$ cat src/sv/ftoa_pkg.sv
// Package: shared types, character codes and the fraction digit table.
`default_nettype none
package ftoa_pkg;

    localparam int RAW_W   = 16;
    localparam int CHAR_W  = 7;
    localparam int WHOLE_W = 12;
    localparam int FRAC_W  = 4;
    localparam int NDIG    = 4;

    localparam logic [RAW_W-1:0]  SIGN_MASK = 16'h8000;
    localparam logic [CHAR_W-1:0] CH_ZERO   = 7'h30;
    localparam logic [CHAR_W-1:0] CH_MINUS  = 7'h2D;
    localparam logic [CHAR_W-1:0] CH_DOT    = 7'h2E;

    // One conversion job handed from the front to the back.
    typedef struct packed {
        logic                  sign;
        logic [NDIG-1:0][3:0]  digits;  // BCD of the integer part, digit 0 is units
        logic [2:0]            ndig;    // significant integer digits, 1..4
        logic [FRAC_W-1:0]     frac;    // sixteenths
    } job_t;

    // Sixteenths times 625, as four BCD digits.
    function automatic logic [15:0] frac_bcd(input logic [FRAC_W-1:0] f);
        case (f)
            4'd0:    frac_bcd = 16'h0000;
            4'd1:    frac_bcd = 16'h0625;
            4'd2:    frac_bcd = 16'h1250;
            4'd3:    frac_bcd = 16'h1875;
            4'd4:    frac_bcd = 16'h2500;
            4'd5:    frac_bcd = 16'h3125;
            4'd6:    frac_bcd = 16'h3750;
            4'd7:    frac_bcd = 16'h4375;
            4'd8:    frac_bcd = 16'h5000;
            4'd9:    frac_bcd = 16'h5625;
            4'd10:   frac_bcd = 16'h6250;
            4'd11:   frac_bcd = 16'h6875;
            4'd12:   frac_bcd = 16'h7500;
            4'd13:   frac_bcd = 16'h8125;
            4'd14:   frac_bcd = 16'h8750;
            default: frac_bcd = 16'h9375;
        endcase
    endfunction

    // Fraction digit at position pos, 0 is the tenths digit.
    function automatic logic [3:0] frac_digit(input logic [FRAC_W-1:0] f,
                                              input logic [1:0] pos);
        logic [15:0] w;
        w = frac_bcd(f);
        case (pos)
            2'd0:    frac_digit = w[15:12];
            2'd1:    frac_digit = w[11:8];
            2'd2:    frac_digit = w[7:4];
            default: frac_digit = w[3:0];
        endcase
    endfunction

    function automatic logic [CHAR_W-1:0] digit_char(input logic [3:0] d);
        digit_char = CH_ZERO + {3'b000, d};
    endfunction

endpackage
`default_nettype wire

$ cat src/sv/ftoa_temp_if.sv
// Interface: input channel carrying one raw temperature word per item.
`default_nettype none
interface ftoa_temp_if;
    logic        valid;
    logic        ready;
    logic [15:0] raw_temperature;

    modport source (output valid, output raw_temperature, input ready);
    modport sink   (input valid, input raw_temperature, output ready);
endinterface
`default_nettype wire

$ cat src/sv/ftoa_char_if.sv
// Interface: output channel carrying one ASCII character per item.
`default_nettype none
interface ftoa_char_if;
    logic       valid;
    logic       ready;
    logic [6:0] char_code;
    logic       last_char;

    modport source (output valid, output char_code, output last_char, input ready);
    modport sink   (input valid, input char_code, input last_char, output ready);
endinterface
`default_nettype wire

$ cat src/sv/ftoa_front.sv
// Front: accept a word, take its magnitude, convert the integer part to BCD.
`default_nettype none
module ftoa_front (
    input  wire logic          clk,
    input  wire logic          rst_n,
    ftoa_temp_if.sink          sample,
    output ftoa_pkg::job_t     job,
    output logic               job_valid,
    input  wire logic          job_ready
);
    import ftoa_pkg::*;

    typedef enum logic [1:0] {F_IDLE, F_CONV, F_PUSH} fstate_t;

    fstate_t                 state_reg;
    logic                    sign_reg;
    logic [FRAC_W-1:0]       frac_reg;
    logic [WHOLE_W-1:0]      bin_reg;
    logic [4*NDIG-1:0]       bcd_reg;
    logic [3:0]              cnt_reg;

    logic [RAW_W-1:0]        mag;
    logic [4*NDIG-1:0]       bcd_adj;

    assign mag = sample.raw_temperature[RAW_W-1]
               ? RAW_W'(~sample.raw_temperature + 16'd1)
               : sample.raw_temperature;

    // Add three to every digit of five or more before the shift.
    always_comb
    begin
        for (int i = 0; i < NDIG; i++)
        begin
            if (bcd_reg[4*i +: 4] >= 4'd5)
                bcd_adj[4*i +: 4] = bcd_reg[4*i +: 4] + 4'd3;
            else
                bcd_adj[4*i +: 4] = bcd_reg[4*i +: 4];
        end
    end

    assign sample.ready = (state_reg == F_IDLE);
    assign job_valid    = (state_reg == F_PUSH);

    always_comb
    begin
        job.sign   = sign_reg;
        job.digits = bcd_reg;
        job.frac   = frac_reg;
        if (bcd_reg[15:12] != 4'd0)
            job.ndig = 3'd4;
        else if (bcd_reg[11:8] != 4'd0)
            job.ndig = 3'd3;
        else if (bcd_reg[7:4] != 4'd0)
            job.ndig = 3'd2;
        else
            job.ndig = 3'd1;
    end

    always_ff @(posedge clk or negedge rst_n)
    begin
        if (!rst_n)
        begin
            state_reg <= F_IDLE;
            sign_reg  <= 1'b0;
            frac_reg  <= '0;
            bin_reg   <= '0;
            bcd_reg   <= '0;
            cnt_reg   <= '0;
        end
        else
        begin
            case (state_reg)
                F_IDLE:
                begin
                    if (sample.valid)
                    begin
                        sign_reg  <= sample.raw_temperature[RAW_W-1];
                        frac_reg  <= mag[FRAC_W-1:0];
                        bin_reg   <= mag[RAW_W-1:FRAC_W];
                        bcd_reg   <= '0;
                        cnt_reg   <= '0;
                        state_reg <= F_CONV;
                    end
                end
                F_CONV:
                begin
                    bcd_reg <= {bcd_adj[4*NDIG-2:0], bin_reg[WHOLE_W-1]};
                    bin_reg <= {bin_reg[WHOLE_W-2:0], 1'b0};
                    cnt_reg <= cnt_reg + 4'd1;
                    if (cnt_reg == 4'(WHOLE_W - 1))
                        state_reg <= F_PUSH;
                end
                F_PUSH:
                begin
                    // hold the job until the queue takes it
                    if (job_ready)
                        state_reg <= F_IDLE;
                end
                default:
                    state_reg <= F_IDLE;
            endcase
        end
    end

endmodule
`default_nettype wire

$ cat src/sv/ftoa_fifo.sv
// Queue: two-entry job queue between front and back.
`default_nettype none
module ftoa_fifo (
    input  wire logic          clk,
    input  wire logic          rst_n,
    input  ftoa_pkg::job_t     wr_data,
    input  wire logic          wr_valid,
    output logic               wr_ready,
    output ftoa_pkg::job_t     rd_data,
    output logic               rd_valid,
    input  wire logic          rd_ready
);
    import ftoa_pkg::*;

    job_t       mem [2];
    logic       wr_ptr_reg;
    logic       rd_ptr_reg;
    logic [1:0] count_reg;
    logic       push;
    logic       pop;

    assign wr_ready = (count_reg != 2'd2);
    assign rd_valid = (count_reg != 2'd0);
    assign rd_data  = mem[rd_ptr_reg];
    assign push     = wr_valid && wr_ready;
    assign pop      = rd_valid && rd_ready;

    always_ff @(posedge clk)
    begin
        if (push)
            mem[wr_ptr_reg] <= wr_data;
    end

    always_ff @(posedge clk or negedge rst_n)
    begin
        if (!rst_n)
        begin
            wr_ptr_reg <= 1'b0;
            rd_ptr_reg <= 1'b0;
            count_reg  <= 2'd0;
        end
        else
        begin
            if (push)
                wr_ptr_reg <= ~wr_ptr_reg;
            if (pop)
                rd_ptr_reg <= ~rd_ptr_reg;
            case ({push, pop})
                2'b10:   count_reg <= count_reg + 2'd1;
                2'b01:   count_reg <= count_reg - 2'd1;
                default: count_reg <= count_reg;
            endcase
        end
    end

endmodule
`default_nettype wire

$ cat src/sv/ftoa_back.sv
// Back: walk a job and emit its characters through an output register.
`default_nettype none
module ftoa_back (
    input  wire logic          clk,
    input  wire logic          rst_n,
    input  ftoa_pkg::job_t     job,
    input  wire logic          job_valid,
    output logic               job_ready,
    ftoa_char_if.source        text
);
    import ftoa_pkg::*;

    typedef enum logic [1:0] {P_SIGN, P_INT, P_DOT, P_FRAC} phase_t;

    logic               busy_reg;
    job_t               job_reg;
    phase_t             phase_reg;
    logic [1:0]         idx_reg;
    logic               out_valid_reg;
    logic [CHAR_W-1:0]  code_reg;
    logic               last_reg;
    logic               emit;

    assign job_ready      = !busy_reg;
    assign emit           = busy_reg && (!out_valid_reg || text.ready);
    assign text.valid     = out_valid_reg;
    assign text.char_code = code_reg;
    assign text.last_char = last_reg;

    always_ff @(posedge clk or negedge rst_n)
    begin
        if (!rst_n)
        begin
            busy_reg      <= 1'b0;
            job_reg       <= '0;
            phase_reg     <= P_SIGN;
            idx_reg       <= '0;
            out_valid_reg <= 1'b0;
            code_reg      <= '0;
            last_reg      <= 1'b0;
        end
        else
        begin
            if (!busy_reg)
            begin
                if (job_valid)
                begin
                    job_reg   <= job;
                    busy_reg  <= 1'b1;
                    phase_reg <= job.sign ? P_SIGN : P_INT;
                    idx_reg   <= 2'(job.ndig - 3'd1);
                end
                if (text.ready)
                    out_valid_reg <= 1'b0;
            end
            else if (emit)
            begin
                out_valid_reg <= 1'b1;
                last_reg      <= 1'b0;
                case (phase_reg)
                    P_SIGN:
                    begin
                        code_reg  <= CH_MINUS;
                        phase_reg <= P_INT;
                    end
                    P_INT:
                    begin
                        code_reg <= digit_char(job_reg.digits[idx_reg]);
                        if (idx_reg == 2'd0)
                            phase_reg <= P_DOT;
                        else
                            idx_reg <= idx_reg - 2'd1;
                    end
                    P_DOT:
                    begin
                        code_reg  <= CH_DOT;
                        phase_reg <= P_FRAC;
                        idx_reg   <= 2'd0;
                    end
                    P_FRAC:
                    begin
                        code_reg <= digit_char(frac_digit(job_reg.frac, idx_reg));
                        if (idx_reg == 2'd3)
                        begin
                            last_reg <= 1'b1;
                            busy_reg <= 1'b0;
                        end
                        else
                            idx_reg <= idx_reg + 2'd1;
                    end
                    default:
                        phase_reg <= P_SIGN;
                endcase
            end
        end
    end

endmodule
`default_nettype wire

$ cat src/sv/fixed_point_temperature_to_ascii.sv
// Top level: signed Q12.4 temperature word to decimal ASCII character stream.
//
//  channel  modport  payload                    per item
//  -------  -------  -------------------------  -----------------------------
//  sample   sink     raw_temperature[15:0]      one two's complement Q12.4 word
//  text     source   char_code[6:0], last_char  one character, last on 4th frac
//
// The front takes a word and converts its integer part to BCD with a
// shift-and-add-three loop over the 12 integer bits, then pushes the job and
// takes no new word until the queue has it. The back emits 6 to 10 characters
// per word, one per cycle while text.ready stays high. Either side stalls on
// its own through the two-entry job queue; a stalled character holds in the
// output register. Reset clears all control state; no clearing pass is needed.
`default_nettype none
module fixed_point_temperature_to_ascii (
    input  wire logic    clk,
    input  wire logic    rst_n,
    ftoa_temp_if.sink    sample,
    ftoa_char_if.source  text
);
    import ftoa_pkg::*;

    job_t  front_job;
    logic  front_valid;
    logic  front_ready;
    job_t  back_job;
    logic  back_valid;
    logic  back_ready;

    // Accept and convert words.
    ftoa_front u_front (
        .clk       (clk),
        .rst_n     (rst_n),
        .sample    (sample),
        .job       (front_job),
        .job_valid (front_valid),
        .job_ready (front_ready)
    );

    // Decouple conversion from character output.
    ftoa_fifo u_fifo (
        .clk      (clk),
        .rst_n    (rst_n),
        .wr_data  (front_job),
        .wr_valid (front_valid),
        .wr_ready (front_ready),
        .rd_data  (back_job),
        .rd_valid (back_valid),
        .rd_ready (back_ready)
    );

    // Emit characters one item at a time.
    ftoa_back u_back (
        .clk       (clk),
        .rst_n     (rst_n),
        .job       (back_job),
        .job_valid (back_valid),
        .job_ready (back_ready),
        .text      (text)
    );

endmodule
`default_nettype wire

$ cat src/flat_wrapper.sv
// flat-port wrapper written by rule: the top's interface ports become plain ports
module fixed_point_temperature_to_ascii_flat import ftoa_pkg::*;
  (clk, rst_n, sample_valid, sample_raw_temperature, sample_ready, text_valid, text_char_code, text_last_char, text_ready);
  ftoa_temp_if sample_i ();
  ftoa_char_if text_i ();
  input  wire logic clk;
  input  wire logic rst_n;
  input wire logic [$bits(sample_i.valid)-1:0] sample_valid;
  input wire logic [$bits(sample_i.raw_temperature)-1:0] sample_raw_temperature;
  output wire logic [$bits(sample_i.ready)-1:0] sample_ready;
  output wire logic [$bits(text_i.valid)-1:0] text_valid;
  output wire logic [$bits(text_i.char_code)-1:0] text_char_code;
  output wire logic [$bits(text_i.last_char)-1:0] text_last_char;
  input wire logic [$bits(text_i.ready)-1:0] text_ready;
  assign sample_i.valid = sample_valid;
  assign sample_i.raw_temperature = sample_raw_temperature;
  assign sample_ready = sample_i.ready;
  assign text_valid = text_i.valid;
  assign text_char_code = text_i.char_code;
  assign text_last_char = text_i.last_char;
  assign text_i.ready = text_ready;
  fixed_point_temperature_to_ascii u_core (.clk(clk), .rst_n(rst_n), .sample(sample_i), .text(text_i));
endmodule
$ cat config.mk
export PLATFORM = sky130hd
export DESIGN_NAME = fixed_point_temperature_to_ascii_flat
export DESIGN_NICKNAME = d
export VERILOG_FILES = /design/src/sv/ftoa_pkg.sv /design/src/sv/ftoa_temp_if.sv /design/src/sv/ftoa_char_if.sv /design/src/sv/ftoa_front.sv /design/src/sv/ftoa_fifo.sv /design/src/sv/ftoa_back.sv /design/src/sv/fixed_point_temperature_to_ascii.sv /design/src/flat_wrapper.sv
export SDC_FILE = /design/constraint.sdc
export NUM_CORES = 1
export LEC_CHECK = 0
export BUFFER_PORTS_ARGS = -buffer_cell sky130_fd_sc_hd__buf_2
export CORE_MARGIN = 4
export CORE_UTILIZATION = 30
export DETAILED_ROUTE_END_ITERATION = 7
export GPL_TIMING_DRIVEN = 0
export PLACE_DENSITY_LB_ADDON = 0.2
export SYNTH_ARGS = -nofsm -noshare
export SYNTH_HDL_FRONTEND = slang
export SYNTH_HIERARCHICAL = 1
export SYNTH_SLANG_ARGS = --single-unit
$ cat constraint.sdc
create_clock -name clk -period 6.4 [get_ports clk]
set_input_delay 0.64 -clock clk [delete_from_list [all_inputs] [get_ports clk]]
set_output_delay 0.64 -clock clk [all_outputs]
set_load 0.01 [all_outputs]
==> flow_summary_export.csv <==
group,metric,value,unit
setup_path,start_kind,"flop",
sta,maxClockFrequency,483,MHz
power_and_ir_drop,power_density,454,nW/µm²
setup_path,rrSetupSlack,4.33,ns
setup_path,reg2reg_from,"u_core/u_front/state_reg[1]$_DFFE_PN0P_",
placement,hpwl,9.13,mm
placement,gp_congestion,0.760,
setup_path,arrival,2.10,ns
drt,vias,3865,
logic_synthesis,postSynthAreaPerCell,12.3,µm²
sta,max_slew.worst_pin.slew,1.12,ns
floorplan,die_w,149,µm
logic_synthesis,syn_nets,530,
logic_synthesis,synthCells,485,
clocking,clk_latency,0.41,ns
placement,io_buffers,28,
power_and_ir_drop,peakVddDrop,0.000188,V
cells_and_area,largest_register_ffs,46,
sta,final_hold_viol_count,0,
floorplan,core,19500,µm²
drt,drc,0,
clocking,clk_pin_slew,0.05,ns
drt,routed_via_density,4.76,
logic_synthesis,ys.warnings.count,6,
floorplan,num_rows,51,
clocking,htreeDepth,4,
drt,wl_per_cell,15.6,µm
cells_and_area,filler_cell_count,1936,
sta,drv_slew,0,
cells_and_area,area_growth,17.5,%
sta,setup_viol,0,
sta,fin_setup_tns,0,ns
cells_and_area,fin_nets,579,
clocking,cts_resized,0,
global_routing,grt_pass1_wl,20.8,mm
sta,rsz0062_at_grt,"no",
status,status,"finished, final reports clean",
global_routing,grt-ovfl-total,0,
setup_path,critPathKind,"flop to flop",
global_routing,grt_max_degree,45,
floorplan,die_area,22300,µm²
power_and_ir_drop,leakagePower,2.84,nW
drt,drt_wl_total,12.7,mm
floorplan,pin_count,30,
setup_path,crit_required,6.42,ns
drt,dr.pass1.iters,4,
sta,max_slew_margin,0.250,
floorplan,fp.dieH,149,µm
setup_path,r2r-end,"u_core/u_fifo/mem[1][11]$_DFFE_PP_",
sta,fin_crit_sh,0.324,
drt,ant_nets,0,
clocking,numCtsBuffers,17,
sta,post-route-min-period,2.07,ns
clocking,holdBufCountCts,0,
setup_path,critical_path.endpoint_type,"flop",
floorplan,start_util,0.306,
hold_path,hp-class,"primary input to asynchronous set/reset pin",
global_routing,grt.total_usage,0.121,
clocking,cts.sink_count,122,
clocking,cts_setup_buffers,0,
cells_and_area,antenna_cells,0,
setup_path,critical_path.max_fanout,23,
job,cap_violations,0,
clocking,cts.root.buffer_cell,"clkbuf_16",
logic_synthesis,netlist_area,5980,µm²
sta,hold_slack,0.187,ns
sta,skew,0.00860,ns
setup_path,r2r_cells,2,
cells_and_area,drive_gt1_frac,0.245,
clocking,cts_tree,"yes",
clocking,ctsLongestPathBuffers,2,
global_routing,antenna_found_initial,0,
setup_path,worstSetupStartpoint,"u_core/u_front/state_reg[1]$_DFFE_PN0P_",
global_routing,grt_pass1_vias,3918,
drt,drtIter0Drc,211,
power_and_ir_drop,p_total,3.19,mW
[worst max-delay path, cell delays in order (launching register included)]
cell	delay (ns)
dfrtp_1	0.41
nor2b_1	0.30
and3_1	0.96
[worst max-delay path by stage]
stage	to	slack (ns)	depth (start not counted)
final	u_core/u_fifo/mem[1][11]$_DFFE_PP_	4.33	2
after global routing	u_core/u_fifo/mem[1][9]$_DFFE_PP_	4.19	2
after CTS	u_core/u_fifo/mem[1][18]$_DFFE_PP_	4.29	2
after detailed placement	u_core/u_front/bin_reg[8]$_DFFE_PN0P_	4.14	7
after global placement	u_core/u_fifo/mem[0][12]$_DFFE_PP_	3.52	3
after floorplan	u_core/u_fifo/mem[0][0]$_DFFE_PP_	4.32	3
[per-layer routing]
metal,up-vias,share of wire,GRT usage
met5,-,0,0
met4,0,0.016,0.0416
met3,17,0.035,0.0337
met2,66,0.47,0.195
met1,1918,0.47,0.156
li1,1864,-,-
[power breakdown]
| part | leakage, nW | internal (mW) | switching, mW |
|---|---|---|---|
| combinational | 1.24 | 0.524 | 0.585 |
| clock | 0.255 | 0.519 | 0.319 |
| sequential | 1.34 | 1.06 | 0.186 |
[layout make-up]
cell class | instances | area (µm²) | area share
flip-flops and latches | 122 | 3280 | 0.467
multi-input cells | 319 | 2500 | 0.355
clock buffers | 19 | 433 | 0.0616
well taps | 265 | 332 | 0.0471
repair buffers | 30 | 198 | 0.0281
plain buffers | 24 | 131 | 0.0187
clock inverters | 13 | 85.1 | 0.0121
inverters | 20 | 75.1 | 0.0107
[per-stage QoR]
stage / utilization / cell area [µm²] / instances / worst slack [ns]
floorplan: - / 5980 / 485 / 4.32
detailed placement: 0.334 / 6520 / 780 / 4.14
finish: 0.360 / 7030 / 812 / 4.33
global route: 0.360 / 7030 / 812 / 4.19
global placement: 0.331 / 6450 / 778 / 3.52
CTS: 0.360 / 7030 / 812 / 4.29
[cell usage in the layout (no fill, tap or decap), types with 11 or more instances in the layout]
cell / instances
ha_1: 25
a21oi_1: 23
nand2_1: 30
buf_2: 33
o21ai_0: 23
o21ai_1: 11
nand3_1: 11
dfrtp_1: 76
clkbuf_1: 12
xor2_1: 16
clkbuf_16: 17
inv_1: 20
edfxtp_1: 46
nor2_1: 23
mux2_2: 47
No activity file was read; power rests on OpenSTA's default activity.
